===== config.mk =====
export PLATFORM = sky130hd
export DESIGN_NAME = fixed_block_pool_allocator
export DESIGN_NICKNAME = d
export VERILOG_FILES = /design/src/hw/rtl/fbpa_pkg.sv /design/src/hw/rtl/fbpa_datapath.sv /design/src/hw/rtl/fbpa_ctrl.sv /design/src/hw/rtl/fixed_block_pool_allocator.sv
export SDC_FILE = /design/constraint.sdc
export NUM_CORES = 1
export LEC_CHECK = 0
export ABC_AREA = 0
export BUFFER_PORTS_ARGS = -buffer_cell sky130_fd_sc_hd__buf_2
export CORE_ASPECT_RATIO = 0.6
export CORE_MARGIN = 4
export CORE_UTILIZATION = 50
export CTS_CLUSTER_DIAMETER = 200
export DETAILED_ROUTE_END_ITERATION = 10
export PLACE_DENSITY = 0.75
export SYNTH_ARGS = -nofsm -noshare
export SYNTH_HDL_FRONTEND = slang
export SYNTH_SLANG_ARGS = --single-unit

===== constraint.sdc =====
create_clock -name i_clk -period 5.7 [get_ports i_clk]
set_input_delay 0 -clock i_clk [delete_from_list [all_inputs] [get_ports i_clk]]
set_output_delay 0 -clock i_clk [all_outputs]
set_load 0.005 [all_outputs]

===== src/hw/rtl/fbpa_pkg.sv =====
`default_nettype none

package fbpa_pkg;

    localparam int ADDR_W      = 32;
    localparam int SIZE_W      = 17;
    localparam int COUNT_W     = 7;
    localparam int INDEX_W     = 6;
    localparam int CFG_IDX_W   = 2;
    localparam int CFG_DATA_W  = 32;

    // The used map is stored in rows of ROW_BITS blocks.
    localparam int BIT_SEL_W   = 3;
    localparam int ROW_BITS    = 2 ** BIT_SEL_W;

    // One quotient bit per step of the restoring divider.
    localparam int DIV_STEPS   = ADDR_W;
    localparam int DIV_CNT_W   = $clog2(DIV_STEPS);

    localparam int DEFAULT_MAX_BLOCKS = 64;

    localparam logic [CFG_IDX_W-1:0] CFG_BASE_ADDRESS = 2'd0;
    localparam logic [CFG_IDX_W-1:0] CFG_BLOCK_SIZE   = 2'd1;
    localparam logic [CFG_IDX_W-1:0] CFG_BLOCK_COUNT  = 2'd2;

    localparam logic [ADDR_W-1:0]  RST_BASE_ADDRESS = 32'd0;
    localparam logic [SIZE_W-1:0]  RST_BLOCK_SIZE   = 17'd4096;
    localparam logic [COUNT_W-1:0] RST_BLOCK_COUNT  = 7'd64;

    typedef enum logic {
        OP_ALLOC = 1'b0,
        OP_FREE  = 1'b1
    } t_opcode;

    typedef enum logic [1:0] {
        ST_OK           = 2'd0,
        ST_FULL         = 2'd1,
        ST_INVALID      = 2'd2,
        ST_ALREADY_FREE = 2'd3
    } t_status;

    typedef struct packed {
        t_opcode           opcode;
        logic [ADDR_W-1:0] address;
    } t_alloc_req;

    typedef struct packed {
        t_status            status;
        logic [ADDR_W-1:0]  block_address;
        logic [INDEX_W-1:0] slot_index;
        logic [COUNT_W-1:0] blocks_in_use;
    } t_alloc_resp;

    // Commands from the controller to the datapath.
    typedef struct packed {
        logic    capture;
        logic    scan_clr;
        logic    scan_next;
        logic    rd_en;
        logic    rd_sel_quot;
        logic    alloc_commit;
        logic    div_init;
        logic    div_step;
        logic    free_eval;
        logic    load_out;
        t_status status;
        logic    addr_en;
        logic    idx_en;
    } t_dp_cmd;

    // Status from the datapath to the controller.
    typedef struct packed {
        t_opcode opcode;
        logic    room;
        logic    addr_bad;
        logic    found;
        logic    more_rows;
        logic    div_last;
        logic    idx_bad;
        logic    bit_set;
    } t_dp_stat;

endpackage

`default_nettype wire


===== src/hw/rtl/fbpa_datapath.sv =====
`default_nettype none

module fbpa_datapath #(
    parameter int MAX_BLOCKS = fbpa_pkg::DEFAULT_MAX_BLOCKS
) (
    input  logic                                i_clk,
    input  logic                                i_rst_n,
    input  logic                                i_cfg_we,
    input  logic [fbpa_pkg::CFG_IDX_W-1:0]      i_cfg_index,
    input  logic [fbpa_pkg::CFG_DATA_W-1:0]     i_cfg_data,
    input  fbpa_pkg::t_alloc_req                i_req,
    input  fbpa_pkg::t_dp_cmd                   i_cmd,
    output fbpa_pkg::t_dp_stat                  o_stat,
    output fbpa_pkg::t_alloc_resp               o_resp
);
    import fbpa_pkg::*;

    localparam int ROWS   = (MAX_BLOCKS + ROW_BITS - 1) / ROW_BITS;
    localparam int ROW_AW = (ROWS > 1) ? $clog2(ROWS) : 1;
    localparam int IDX_W  = ROW_AW + BIT_SEL_W;
    localparam int PROD_W = IDX_W + SIZE_W;
    localparam logic [COUNT_W-1:0] MAX_COUNT =
        (MAX_BLOCKS >= (2 ** COUNT_W) - 1) ? {COUNT_W{1'b1}} : COUNT_W'(MAX_BLOCKS);

    // Configuration.
    logic [ADDR_W-1:0]   r_base;
    logic [SIZE_W-1:0]   r_size;
    logic [COUNT_W-1:0]  r_count;

    // Request and allocator state.
    t_opcode             r_opcode;
    logic [ADDR_W-1:0]   r_address;
    logic [COUNT_W-1:0]  r_used;
    logic [ROWS-1:0]     r_row_valid;
    logic [ROW_BITS-1:0] r_map [ROWS];
    logic [ROW_BITS-1:0] r_rd_data;
    logic [ROW_AW-1:0]   r_scan_row;
    logic [IDX_W-1:0]    r_idx;
    logic [PROD_W-1:0]   r_prod;
    t_alloc_resp         r_resp;

    // Divider.
    logic [ADDR_W-1:0]   r_div_q;
    logic [SIZE_W:0]     r_div_rem;
    logic [DIV_CNT_W-1:0] r_div_cnt;

    logic [SIZE_W-1:0]   eff_size;
    logic [COUNT_W-1:0]  eff_count;
    logic [ADDR_W-1:0]   offset;
    logic [SIZE_W:0]     rem_shift;
    logic                rem_ge;
    logic [SIZE_W:0]     rem_next;
    logic [ROW_AW-1:0]   q_row;
    logic [BIT_SEL_W-1:0] q_bit;
    logic [ROW_AW-1:0]   rd_addr;
    logic [ROW_BITS-1:0] cand;
    logic [BIT_SEL_W-1:0] pick;
    logic [ROW_BITS-1:0] pick_mask;
    logic [ROW_BITS-1:0] q_mask;
    logic                bit_set;
    logic                wr_en;
    logic [ROW_AW-1:0]   wr_addr;
    logic [ROW_BITS-1:0] wr_data;

    assign eff_size  = (r_size == '0) ? SIZE_W'(1) : r_size;
    assign eff_count = (32'(r_count) > MAX_BLOCKS) ? MAX_COUNT : r_count;
    assign offset    = r_address - r_base;

    assign rem_shift = {r_div_rem[SIZE_W-1:0], r_div_q[ADDR_W-1]};
    assign rem_ge    = (rem_shift >= {1'b0, eff_size});
    assign rem_next  = rem_ge ? (rem_shift - {1'b0, eff_size}) : rem_shift;

    assign q_row   = r_div_q[IDX_W-1:BIT_SEL_W];
    assign q_bit   = r_div_q[BIT_SEL_W-1:0];
    assign rd_addr = i_cmd.rd_sel_quot ? q_row : r_scan_row;

    // Free blocks in the row just read, limited to indexes below the count.
    always_comb begin
        cand = '0;
        pick = '0;
        for (int b = 0; b < ROW_BITS; b++) begin
            cand[b] = !r_rd_data[b] &&
                      (32'({r_scan_row, BIT_SEL_W'(b)}) < 32'(eff_count));
        end
        for (int b = ROW_BITS - 1; b >= 0; b--) begin
            if (cand[b]) begin
                pick = BIT_SEL_W'(b);
            end
        end
    end

    assign pick_mask = ROW_BITS'(1) << pick;
    assign q_mask    = ROW_BITS'(1) << q_bit;
    assign bit_set   = r_rd_data[q_bit];

    always_comb begin
        wr_en   = 1'b0;
        wr_addr = r_scan_row;
        wr_data = r_rd_data | pick_mask;
        if (i_cmd.alloc_commit) begin
            wr_en = 1'b1;
        end else if (i_cmd.free_eval && bit_set) begin
            wr_en   = 1'b1;
            wr_addr = q_row;
            wr_data = r_rd_data & ~q_mask;
        end
    end

    assign o_stat.opcode    = r_opcode;
    assign o_stat.room      = (r_used < eff_count);
    assign o_stat.addr_bad  = (r_address == '0) || (r_address < r_base);
    assign o_stat.found     = |cand;
    assign o_stat.more_rows =
        (32'({r_scan_row, BIT_SEL_W'(0)}) + 32'(ROW_BITS)) < 32'(eff_count);
    assign o_stat.div_last  = (r_div_cnt == DIV_CNT_W'(DIV_STEPS - 1));
    assign o_stat.idx_bad   = (r_div_q >= 32'(eff_count));
    assign o_stat.bit_set   = bit_set;

    assign o_resp = r_resp;

    // Configuration, used counter and row valid bits.
    always_ff @(posedge i_clk) begin
        if (!i_rst_n) begin
            r_base      <= RST_BASE_ADDRESS;
            r_size      <= RST_BLOCK_SIZE;
            r_count     <= RST_BLOCK_COUNT;
            r_used      <= '0;
            r_row_valid <= '0;
        end else begin
            if (i_cfg_we) begin
                case (i_cfg_index)
                    CFG_BASE_ADDRESS: r_base  <= i_cfg_data;
                    CFG_BLOCK_SIZE:   r_size  <= i_cfg_data[SIZE_W-1:0];
                    CFG_BLOCK_COUNT:  r_count <= i_cfg_data[COUNT_W-1:0];
                    default: ;
                endcase
            end
            if (wr_en) begin
                r_row_valid[wr_addr] <= 1'b1;
            end
            if (i_cmd.alloc_commit) begin
                r_used <= r_used + COUNT_W'(1);
            end else if (i_cmd.free_eval && bit_set && (r_used != '0)) begin
                r_used <= r_used - COUNT_W'(1);
            end
        end
    end

    // Used map rows. A row never written reads as all free.
    always_ff @(posedge i_clk) begin
        if (wr_en) begin
            r_map[wr_addr] <= wr_data;
        end
        if (i_cmd.rd_en) begin
            r_rd_data <= r_row_valid[rd_addr] ? r_map[rd_addr] : '0;
        end
    end

    always_ff @(posedge i_clk) begin
        if (i_cmd.capture) begin
            r_opcode  <= i_req.opcode;
            r_address <= i_req.address;
        end

        if (i_cmd.scan_clr) begin
            r_scan_row <= '0;
        end else if (i_cmd.scan_next) begin
            r_scan_row <= r_scan_row + ROW_AW'(1);
        end

        if (i_cmd.div_init) begin
            r_div_q   <= offset;
            r_div_rem <= '0;
            r_div_cnt <= '0;
        end else if (i_cmd.div_step) begin
            r_div_q   <= {r_div_q[ADDR_W-2:0], rem_ge};
            r_div_rem <= rem_next;
            r_div_cnt <= r_div_cnt + DIV_CNT_W'(1);
        end

        if (i_cmd.alloc_commit) begin
            r_idx <= {r_scan_row, pick};
        end else if (i_cmd.free_eval) begin
            r_idx <= r_div_q[IDX_W-1:0];
        end

        r_prod <= {{SIZE_W{1'b0}}, r_idx} * {{IDX_W{1'b0}}, eff_size};

        if (i_cmd.load_out) begin
            r_resp.status        <= i_cmd.status;
            r_resp.block_address <= i_cmd.addr_en ? (r_base + 32'(r_prod)) : '0;
            r_resp.slot_index    <= i_cmd.idx_en ? INDEX_W'(r_idx) : '0;
            r_resp.blocks_in_use <= r_used;
        end
    end

endmodule

`default_nettype wire


===== src/hw/rtl/fbpa_ctrl.sv =====
`default_nettype none

module fbpa_ctrl (
    input  logic                i_clk,
    input  logic                i_rst_n,
    input  logic                i_in_valid,
    output logic                o_in_stall,
    output logic                o_out_valid,
    input  logic                i_out_stall,
    input  fbpa_pkg::t_dp_stat  i_stat,
    output fbpa_pkg::t_dp_cmd   o_cmd
);
    import fbpa_pkg::*;

    typedef enum logic [3:0] {
        S_IDLE,
        S_DISPATCH,
        S_A_READ,
        S_A_EVAL,
        S_A_MUL,
        S_F_DIV,
        S_F_CHECK,
        S_F_EVAL,
        S_FINISH
    } t_state;

    t_state  r_state, n_state;
    logic    r_out_valid, n_out_valid;
    t_status r_status, n_status;
    logic    r_addr_en, n_addr_en;
    logic    r_idx_en, n_idx_en;
    logic    out_free;

    assign out_free    = !r_out_valid || !i_out_stall;
    assign o_in_stall  = (r_state != S_IDLE);
    assign o_out_valid = r_out_valid;

    always_comb begin
        n_state     = r_state;
        n_status    = r_status;
        n_addr_en   = r_addr_en;
        n_idx_en    = r_idx_en;
        n_out_valid = r_out_valid && i_out_stall;

        o_cmd         = '0;
        o_cmd.status  = r_status;
        o_cmd.addr_en = r_addr_en;
        o_cmd.idx_en  = r_idx_en;

        case (r_state)
            S_IDLE: begin
                if (i_in_valid) begin
                    o_cmd.capture = 1'b1;
                    n_state       = S_DISPATCH;
                end
            end
            S_DISPATCH: begin
                n_addr_en = 1'b0;
                n_idx_en  = 1'b0;
                if (i_stat.opcode == OP_ALLOC) begin
                    if (i_stat.room) begin
                        o_cmd.scan_clr = 1'b1;
                        n_state        = S_A_READ;
                    end else begin
                        n_status = ST_FULL;
                        n_state  = S_FINISH;
                    end
                end else begin
                    if (i_stat.addr_bad) begin
                        n_status = ST_INVALID;
                        n_state  = S_FINISH;
                    end else begin
                        o_cmd.div_init = 1'b1;
                        n_state        = S_F_DIV;
                    end
                end
            end
            S_A_READ: begin
                o_cmd.rd_en = 1'b1;
                n_state     = S_A_EVAL;
            end
            S_A_EVAL: begin
                if (i_stat.found) begin
                    o_cmd.alloc_commit = 1'b1;
                    n_status           = ST_OK;
                    n_addr_en          = 1'b1;
                    n_idx_en           = 1'b1;
                    n_state            = S_A_MUL;
                end else if (i_stat.more_rows) begin
                    o_cmd.scan_next = 1'b1;
                    n_state         = S_A_READ;
                end else begin
                    n_status = ST_FULL;
                    n_state  = S_FINISH;
                end
            end
            S_A_MUL: begin
                // The block offset product settles in this cycle.
                n_state = S_FINISH;
            end
            S_F_DIV: begin
                o_cmd.div_step = 1'b1;
                if (i_stat.div_last) begin
                    n_state = S_F_CHECK;
                end
            end
            S_F_CHECK: begin
                // A quotient at or past the count means the offset lies past the pool end.
                if (i_stat.idx_bad) begin
                    n_status = ST_INVALID;
                    n_state  = S_FINISH;
                end else begin
                    o_cmd.rd_en       = 1'b1;
                    o_cmd.rd_sel_quot = 1'b1;
                    n_state           = S_F_EVAL;
                end
            end
            S_F_EVAL: begin
                o_cmd.free_eval = 1'b1;
                n_status        = i_stat.bit_set ? ST_OK : ST_ALREADY_FREE;
                n_idx_en        = 1'b1;
                n_state         = S_FINISH;
            end
            S_FINISH: begin
                if (out_free) begin
                    o_cmd.load_out = 1'b1;
                    n_out_valid    = 1'b1;
                    n_state        = S_IDLE;
                end
            end
            default: begin
                n_state = S_IDLE;
            end
        endcase
    end

    always_ff @(posedge i_clk) begin
        if (!i_rst_n) begin
            r_state     <= S_IDLE;
            r_out_valid <= 1'b0;
            r_status    <= ST_OK;
            r_addr_en   <= 1'b0;
            r_idx_en    <= 1'b0;
        end else begin
            r_state     <= n_state;
            r_out_valid <= n_out_valid;
            r_status    <= n_status;
            r_addr_en   <= n_addr_en;
            r_idx_en    <= n_idx_en;
        end
    end

endmodule

`default_nettype wire


===== src/hw/rtl/fixed_block_pool_allocator.sv =====
`default_nettype none

// Channel    Direction  Handshake                    Word
// request    in         i_in_valid / o_in_stall      i_in_data  (opcode, address)
// response   out        o_out_valid / i_out_stall    o_out_data (status, address, index, count)
// config     in         i_cfg_we                     i_cfg_index, i_cfg_data
//
// One request at a time. An allocate reads and checks the used map one row of eight
// blocks at a time until it finds a free block or reaches the count.
// A free runs the 32-step restoring divider to turn the address offset into a slot index.
// Synchronous active-low reset clears the map (row valid bits) and the used counter.
// A finished word waits in the output register while the next request is taken.

module fixed_block_pool_allocator #(
    parameter int MAX_BLOCKS = fbpa_pkg::DEFAULT_MAX_BLOCKS
) (
    input  logic                             i_clk,
    input  logic                             i_rst_n,
    input  logic                             i_cfg_we,
    input  logic [fbpa_pkg::CFG_IDX_W-1:0]   i_cfg_index,
    input  logic [fbpa_pkg::CFG_DATA_W-1:0]  i_cfg_data,
    input  logic                             i_in_valid,
    output logic                             o_in_stall,
    input  fbpa_pkg::t_alloc_req             i_in_data,
    output logic                             o_out_valid,
    input  logic                             i_out_stall,
    output fbpa_pkg::t_alloc_resp            o_out_data
);
    import fbpa_pkg::*;

    t_dp_cmd  cmd;
    t_dp_stat stat;

    fbpa_datapath #(
        .MAX_BLOCKS (MAX_BLOCKS)
    ) u_datapath (
        .i_clk       (i_clk),
        .i_rst_n     (i_rst_n),
        .i_cfg_we    (i_cfg_we),
        .i_cfg_index (i_cfg_index),
        .i_cfg_data  (i_cfg_data),
        .i_req       (i_in_data),
        .i_cmd       (cmd),
        .o_stat      (stat),
        .o_resp      (o_out_data)
    );

    fbpa_ctrl u_ctrl (
        .i_clk       (i_clk),
        .i_rst_n     (i_rst_n),
        .i_in_valid  (i_in_valid),
        .o_in_stall  (o_in_stall),
        .o_out_valid (o_out_valid),
        .i_out_stall (i_out_stall),
        .i_stat      (stat),
        .o_cmd       (cmd)
    );

endmodule

`default_nettype wire

Word level (Yosys, flattened, before mapping)
Memories as Yosys holds them, arrays and structs flattened. A register that Yosys moved wholly into a read port is not among the register bits.
Index checks and enable logic that the tools add are counted.
{ "totals": {"regBits": 246, "mem_bits_rw": 64, "inputBits": 72, "out_inout_bits": 49, "n_memories": 1} }
{ "op_classes": {"n_addsub": 8, "n_mul": 1, "order_cmp": 18, "n_eq_ne": 19, "shifts": 2, "mux": 75, "bitwise": 4, "reduce_logical": 46} }
{ "memory_table": {"columns": ["memory", "words", "width", "read_ports", "rd_clocked_by_memory_dff", "write_ports", "line_no", "rtl"], "rows": [
  ["u_datapath.r_map", 8, 8, 1, 1, 1, "fbpa_datapath.sv:35", "logic [ROW_BITS-1:0] r_map [ROWS];"]
]} }
{ "ops": {"columns": ["cell", "count"], "rows": [
  ["2-to-1 mux 32 bit", 2],
  ["< comparator 6 x 7 -> 1 bit", 8],
  ["2-to-1 mux 4 bit", 9],
  ["2-to-1 mux 17 bit", 2],
  ["2-to-1 mux 3 bit", 11],
  ["adder 32 x 23 -> 32 bit", 1],
  [">= comparator 32 x 7 -> 1 bit", 1],
  ["zero test 32 bit", 1],
  ["< comparator 32 bit", 1],
  ["< comparator 32 x 7 -> 1 bit", 1],
  ["case mux 4 bit (8 select lines)", 1],
  ["subtractor 32 bit", 1],
  ["2-to-1 mux 1 bit", 28],
  ["multiplier 6 x 17 -> 23 bit", 1],
  ["2-to-1 mux 7 bit", 3],
  [">= comparator 18 x 17 -> 1 bit", 1],
  ["zero test 17 bit", 1],
  ["subtractor 17 bit", 1],
  ["== test 4 x 3 -> 1 bit (second input constant)", 4],
  ["2-to-1 mux 2 bit", 8],
  ["2-to-1 mux 8 bit", 2],
  ["bitwise OR 8 bit", 2],
  ["left shift 1 x 3 -> 8 bit (first input constant)", 2],
  ["logical AND 1 bit", 12],
  ["39 further kinds", 69]
]} }

Depth between registers and ports, before layout
Gate-level depths: netlist of run 1.
{ "depth": {"ltp_word": 16, "ltp_mapped": 22} }

Cells and area by module
A second synthesis of run 1 with hierarchy kept.
{ "hier_totals": {"cells_unflattened": 1952, "area_unflattened_um2": 19937.9} }
{ "by_module_without_submodules": {"columns": ["mod", "instances", "cells_per_inst", "area_each_um2", "seq_area_each_um2"], "rows": [
  ["fbpa_datapath", 1, 1860, 19235.9, 8087.8],
  ["fbpa_ctrl", 1, 92, 701.9, 180.2]
]} }

Worst setup path before layout of run 1
OpenSTA, ideal clock, no wires.
{ "synth_timing": {"kind": "register -> register", "startpoint": "reg u_datapath.r_size[8]", "endpoint": "reg u_datapath.r_prod[19]", "setup_ns": 0.072, "arrival_time_ns": 4.742, "setup_slack_ns": 0.885, "path_stages_with_launch": 20, "path_buffers": 0, "synth_period_minus_slack_ns": 4.815, "path_cell_list": "dfxtp_1 > nor4_1 > nand2_1 > nor4_1 > a31o_2 > nand2_1 > fa_1 > fa_1 > fa_1 > inv_1 > ha_1 > nor2b_1 > o21ai_0 > a21oi_1 > o211ai_1 > o21ai_0 > or4_1 > a31oi_1 > nor2b_1 > xnor2_1"} }
{ "synth_via": {"elab_chain_len": 3} }
{ "synth_rtl": {"columns": ["item", "line_no", "rtl"], "rows": [
  ["from (decl)", "fbpa_datapath.sv:27", "logic [SIZE_W-1:0] r_size;"],
  ["from (signal assigned)", "fbpa_datapath.sv:133", "CFG_BLOCK_SIZE: r_size <= i_cfg_data[SIZE_W-1:0];"],
  ["zero test 17 bit", "fbpa_datapath.sv:65", "assign eff_size = (r_size == '0) ? SIZE_W'(1) : r_size;"],
  ["2-to-1 mux 17 bit (*)", "fbpa_datapath.sv:65", null],
  ["multiplier 6 x 17 -> 23 bit (*)", "fbpa_datapath.sv:187", "r_prod <= {{SIZE_W{1'b0}}, r_idx} * {{IDX_W{1'b0}}, eff_size};"],
  ["to (signal assigned)", "fbpa_datapath.sv:187", null],
  ["to (decl)", "fbpa_datapath.sv:39", "logic [PROD_W-1:0] r_prod;"]
]} }
Mark *: on every way between the ends. The rest lies on a longest branch, timed or not.
A chain may end at the register's enable or synchronous reset.

Worst setup path after layout of run 1
Same ends and word-level chain as after synthesis.

==> results of run 1 <==
-- area by class of cell --
| cell class | instances | area, sq um |
|---|---|---|
| fill | 3318 | 16300 |
| multi-input combinational | 1457 | 10600 |
| sequential | 318 | 8270 |
| timing repair buffer | 224 | 1550 |
| clock buffer | 35 | 853 |
| inverter | 181 | 679 |
| tap | 522 | 653 |
| clock inverter | 23 | 183 |
| antenna | 4 | 10.0 |
-- sequential cells by signal, indices dropped and copies added (netlist names), 2 cells and up --
signal,count
u_ctrl.r_state,4
u_ctrl.r_status,2
u_datapath.o_resp,47
u_datapath.r_address,32
u_datapath.r_base,32
u_datapath.r_count,7
u_datapath.r_div_cnt,5
u_datapath.r_div_q,32
u_datapath.r_div_rem,17
u_datapath.r_idx,6
u_datapath.r_map,64
u_datapath.r_prod,23
u_datapath.r_rd_data,8
u_datapath.r_row_valid,8
u_datapath.r_scan_row,3
u_datapath.r_size,17
u_datapath.r_used,7
-- metal layers --
| layer | track usage | wire length (um) | vias up |
|---|---|---|---|
| li1 | - | - | 7519 |
| met1 | 0.364 | 24800 | 7701 |
| met2 | 0.371 | 23500 | 645 |
| met3 | 0.0589 | 5050 | 83 |
| met4 | 0.0523 | 1140 | 0 |
| met5 | 0 | 0 | - |
-- power groups by stage --
stage | sequential [mW] | clock [mW] | combinational [mW]
floorplan | 2.79 | 0 | 1.33
global route | 2.86 | 2.23 | 1.96
detailed placement | 2.88 | 0 | 1.70
CTS | 2.83 | 2.13 | 1.75
finish | 2.85 | 2.11 | 1.77
global placement | 2.87 | 0 | 1.64
-- Yosys cell counts, types with 14 or more instances --
library cell | number | area, sq um
a211oi_1 | 22 | 165
a21o_1 | 47 | 353
a21oi_1 | 137 | 686
a31oi_1 | 19 | 119
and2_1 | 105 | 657
and3_1 | 19 | 119
clkbuf_1 | 45 | 169
dfxtp_1 | 128 | 2560
edfxtp_1 | 190 | 5710
fa_1 | 65 | 1300
ha_1 | 132 | 1650
inv_1 | 180 | 676
mux2i_1 | 52 | 521
nand2_1 | 218 | 818
nand2b_1 | 16 | 100
nand3_1 | 43 | 215
nor2_1 | 115 | 432
nor2b_1 | 28 | 175
nor3_1 | 25 | 125
nor4_1 | 23 | 144
o211ai_1 | 14 | 105
o21a_1 | 23 | 173
o21ai_0 | 65 | 325
o21ai_1 | 39 | 195
xnor2_1 | 52 | 455
xor2_1 | 31 | 272
-- worst min-delay path, delay by kind of cell --
kind	cells	cell delay (ps)
AO/OA/AOI/OAI	1	50
buffers and inverters	2	350
AND/OR/NAND/NOR	2	160
-- how the worst max path moves through the flow --
stage	start	to	slack, ps	depth (start not counted)
floorplan	u_datapath.r_size[8]	u_datapath.r_prod[19]	890	19
global placement	u_datapath.r_size[8]	u_datapath.r_prod[19]	290	19
detailed placement	u_datapath.r_size[9]	u_datapath.r_prod[19]	230	19
CTS	u_datapath.r_size[8]	u_datapath.r_prod[19]	180	19
global route	u_datapath.r_size[8]	u_datapath.r_prod[19]	-8	19
finish	u_datapath.r_size[8]	u_datapath.r_prod[19]	260	19
-- repair_timing --
| item | in CTS | in global routing |
|---|---|---|
| hold buffers | 68 | 0 |
| endpoints found under the hold margin | 111 | 0 |
| setup endpoints to repair | 0 | 4 |
| setup buffers | 0 | 2 |
| gates resized for setup | 0 | 2 |
-- kinds of logic (layout without fill, tap and decap cells) --
group           Yosys count  after routing
simple gates            657            657
compound gates          462            462
flops                   318            318
buf+inv                 251            463
fa+ha+maj               197            197
xor+xnor                 83             83
mux                      58             58
other cells               0              4
-- metrics by stage --
| step | std cells | util | instance area (sq um) | hold WS [ps] |
|---|---|---|---|---|
| final | 2764 | 0.584 | 22800 | 36.7 |
| after CTS | 2758 | 0.583 | 22800 | 9.54 |
| after global placement | 2632 | 0.539 | 21100 | 176 |
| after global routing | 2763 | 0.584 | 22800 | 56.1 |
| after detailed placement | 2632 | 0.539 | 21100 | 178 |
| after floorplan | 2026 | - | 19900 | 98.9 |
==> results.ini, run 1 <==
[synthesis]
ys_ff_latch=318
avgSynthCellArea_sq_um=9.80
synthMuxAreaShare=0.0308
ys_seq_area_frac=0.416
synth_nets=2295
syn_area_sq_mm=0.0199
netlist-cell-type-count=78
async_flop_share=0
synth-main-ff-cell=edfxtp_1
synth_fa_ha_area_frac=0.149
synth_top_family_by_area=simple AND/OR/NAND/NOR gates
synth_edf_count=190
yosys.area_share.simple=0.165
synthCells=2026
synth_compound_area_frac=0.151
synth_xor_area_frac=0.0366
ys_warn_count=0

[setup_path]
cp_top_family=adder cells
end_kind=register
critical_path_class=register to register
crit_top_cell=fa_1
cp_cell_sequence=nor4_1 > nand2_1 > nor4_2 > a31o_2 > nand2_1 > fa_1 > fa_1 > fa_1 > inv_1 > ha_1 > nor2b_1 > o21ai_0 > a21oi_1 > o211ai_1 > o21ai_0 > or4_1 > a31oi_2 > nor2b_1 > xnor2_1
max_stage_delay_ps=570
timing.rr.end=u_datapath.r_prod[19]
critPathSlowestCell=fa_1
r2r-start=u_datapath.r_size[8]
reg2reg_slack_ps=260
cp-start-kind=register
r2r_cells=19
cp.arrival_ps=5940
cp_num_buf_inv=1
cp.required_ps=6200
cp_max_fo=9

[sta]
final_hold_viol_count=0
fmax_ghz=0.184
tightest_slew_ps=1130
setup_viol=0
finalSetupTns_ps=0
fin_crit_sh=0.954
fin_crit_ps=5440
skew_ps=32.0
setup_slack_ps=264
slew_headroom=0.235
drv_slew=0

[power_and_ir_drop]
ir_worst_vdd_mv=0.328
clock_power_share=0.313
power.share.sequential=0.423
power.total_mw=6.73
power_density_mw_per_mm2=295
p_leak_nw=9.52
switching_power_mw=2.20
comb_power_share=0.264
p_int_mw=4.53
switching_share=0.327

[place]
gp_congestion=0.987
place_ws_ps=229
dpl.hpwl_um=40600
port-buffer-count=120

[hold_path]
min_path_cells=5
hold_path.class=input pin to register
hp-start=i_cfg_index[1]
hold_end=u_datapath.r_base[5]

[cts]
root_buffer=clkbuf_16
clock_sinks=318
clk_latency_ps=590
cts_buffer_depth=3
cts_tree=yes
numCtsBuffers=31
h-tree-depth=1
clk_pin_slew_worst_paths_ps=70

[cells_and_area]
final_layout_size_suffix_gt1_frac=0.115
area_delta_synth_final_pct=14.9
layout_commonest_cell=nand2_1
mostFrequentLayoutCells=218 x nand2_1, 190 x edfxtp_1, 179 x inv_1, 136 x a21oi_1, 132 x ha_1
nNetsFinal=2482

[floorplanning]
die_w_um=265
die_h_um=162
die-area_sq_mm=0.0431
rows=56
io_pins=121
initial_utilization=0.508
core-area_sq_mm=0.0391

[detailed_routing]
wl_um=54600
viasPerCell=5.77
drcViolationCount=0
wire_per_inst_um=19.7
drt-pass1-iter-count=7
via_count=15900
ant_nets=0
drt-initial-drc-count=1423

[global_routing]
grt.total_usage=0.246
grt_pass1_wl_um=84300
grt_antenna_before_repair=3
grt_max_degree=67
first_global_vias=15100
grt_overflow_total=0

[flow_run]
drv_cap=0

[outcome]
status=complete, no violations

Note: power is estimated with default switching activity, not from simulation.
==> inputs of run 2 (changes only) <==
--- a/config.mk
+++ b/config.mk
@@ -13,2 +13,3 @@
 export CTS_CLUSTER_DIAMETER = 200
+export CTS_CLUSTER_SIZE = 10
 export DETAILED_ROUTE_END_ITERATION = 10
==> constraint.sdc (replaced) <==
create_clock -name i_clk -period 5.7 [get_ports i_clk]
set_input_delay 1.14 -clock i_clk [delete_from_list [all_inputs] [get_ports i_clk]]
set_output_delay 1.14 -clock i_clk [all_outputs]
set_load 0.005 [all_outputs]
==> results.ini, run 2 (synthesis gave the netlist of run 1 again) <==
[detailed_routing]
drcViolationCount=0
drt-initial-drc-count=1498
viasPerCell=5.77
wl_um=53500
drt-pass1-iter-count=5
wire_per_inst_um=19.8
via_count=15600
ant_nets=0

[sta]
skew_ps=27.1
final_hold_viol_count=0
fin_crit_ps=5410
hold_ws_ps=407
drv_slew=0
rsz0062_at_grt=no
fin_crit_sh=0.949
tightest_slew_ps=1140
finalSetupTns_ps=0
fmax_ghz=0.185
setup_viol=0
slew_headroom=0.233

[floorplanning]
die_w_um=265
initial_utilization=0.508
rows=56
io_pins=121
die-area_sq_mm=0.0431
core-area_sq_mm=0.0391
die_h_um=162

[global_routing]
grt_max_degree=67
grt_pass1_wl_um=83000
grt_antenna_before_repair=3
globalRouteMet1Util=0.364
met3_usage=0.0627
grt.total_usage=0.244
first_global_vias=14800
busiest_layer=met1
use_met2=0.354
grt_overflow_total=0

[power_and_ir_drop]
p_leak_nw=9.23
switching_power_mw=2.17
switching_share=0.321
p_int_mw=4.59
clock_power_share=0.323
comb_power_share=0.256
power.total_mw=6.76
ir_worst_vdd_mv=0.200
power_density_mw_per_mm2=305
power.share.sequential=0.421

[cts]
root_buffer=clkbuf_16
clk_pin_slew_worst_paths_ps=60
clock_sinks=318
clk_latency_ps=540
cts_tree=yes
cts_buffer_depth=3
h-tree-depth=2
numCtsBuffers=37
postCtsHoldBufs=0

[place]
gp_congestion=0.987
dpl.hpwl_um=40600
dp_cells=2632
port-buffer-count=120

[hold_path]
hold_path.class=register to register

[setup_path]
end_kind=register
cp.required_ps=6170
cp.arrival_ps=5880
cp_max_fo=9
cp-start-kind=register
critical_path_class=register to register

[outcome]
status=complete, no violations

[cells_and_area]
largest_reg_flops=64
mostFrequentLayoutCells=218 x nand2_1, 190 x edfxtp_1, 179 x inv_1, 136 x a21oi_1, 132 x ha_1
layout_commonest_cell=nand2_1
nNetsFinal=2420
final_layout_size_suffix_gt1_frac=0.112
area_delta_synth_final_pct=11.7
final_cells=2703
top_register=u_datapath.r_map

[flow_run]
drv_cap=0

==> run 2: cell types whose count changed in the layout (fill, tap and decap cells not counted), moves of 2 or more <==
cell and delta:
dlygate4sd3_1 -68, clkbuf_1 +25, clkinv_2 -7, clkbuf_16 +4, inv_6 -4, clkinv_4 -3, clkinvlp_4 -3, clkinv_1 -2
clkinv_8 +2
==> run 2: area by class of cell <==
cell class                 instances  area (sq um)
tap                              522           653
sequential                       318          8270
clock buffer                      63          1030
clock inverter                     3          41.3
antenna                            3          7.51
timing repair buffer             156           871
multi-input combinational       1457         10600
fill                            3351         16900
inverter                         181           679
==> run 2: worst max-delay path, stage by stage, from the launching register on <==
cell and delay [ps]:
dfxtp_1 370, nor4_1 320, nand2_1 100, nor4_2 200, a31o_2 230, nand2_1 90, fa_1 530, fa_1 530
fa_1 560, inv_1 50, ha_1 330, nor2b_1 150, o21ai_0 200, a21oi_1 130, o211ai_1 320, o21ai_0 200
or4_1 500, a31oi_2 210, nor2b_1 190, xnor2_1 130
==> run 2: worst paths after layout <==
kind,start,to,slack (ps),depth (start not counted)
worst max-delay path,u_datapath.r_size[8],u_datapath.r_prod[19],290,19
worst min-delay path,u_ctrl.r_status[1],u_datapath.o_resp[46],410,0
worst max register to register,u_datapath.r_size[8],u_datapath.r_prod[19],290,19
worst min register to register,u_ctrl.r_status[1],u_datapath.o_resp[46],410,0
==> run 2: power by group through the flow <==
stage	clock (mW)	sequential [mW]	combinational (mW)
2_1_floorplan	0	2.79	1.33
3_3_place_gp	0	2.87	1.64
3_5_place_dp	0	2.88	1.70
4_1_cts	2.22	2.83	1.71
5_1_grt	2.32	2.86	1.92
6_report	2.18	2.85	1.73
==> run 2: what timing repair did <==
item / 4_1_cts / 5_1_grt
buffers inserted: 0 / 2
resized for setup: 0 / 2
setup endpoints to repair: 0 / 4
==> run 2: through the flow <==
step	setup WS, ps	utilization	area, sq um
6_report	292	0.567	22200
3_5_place_dp	229	0.539	21100
3_3_place_gp	288	0.539	21100
2_1_floorplan	885	-	19900
4_1_cts	181	0.566	22100
5_1_grt	16.3	0.567	22200
==> run 2: metal layers <==
metal  vias up  part of all wire
met3        89              0.10
met5         -           0.00032
met4         2             0.022
li1       7403                 -
met2       653              0.42
met1      7446              0.45
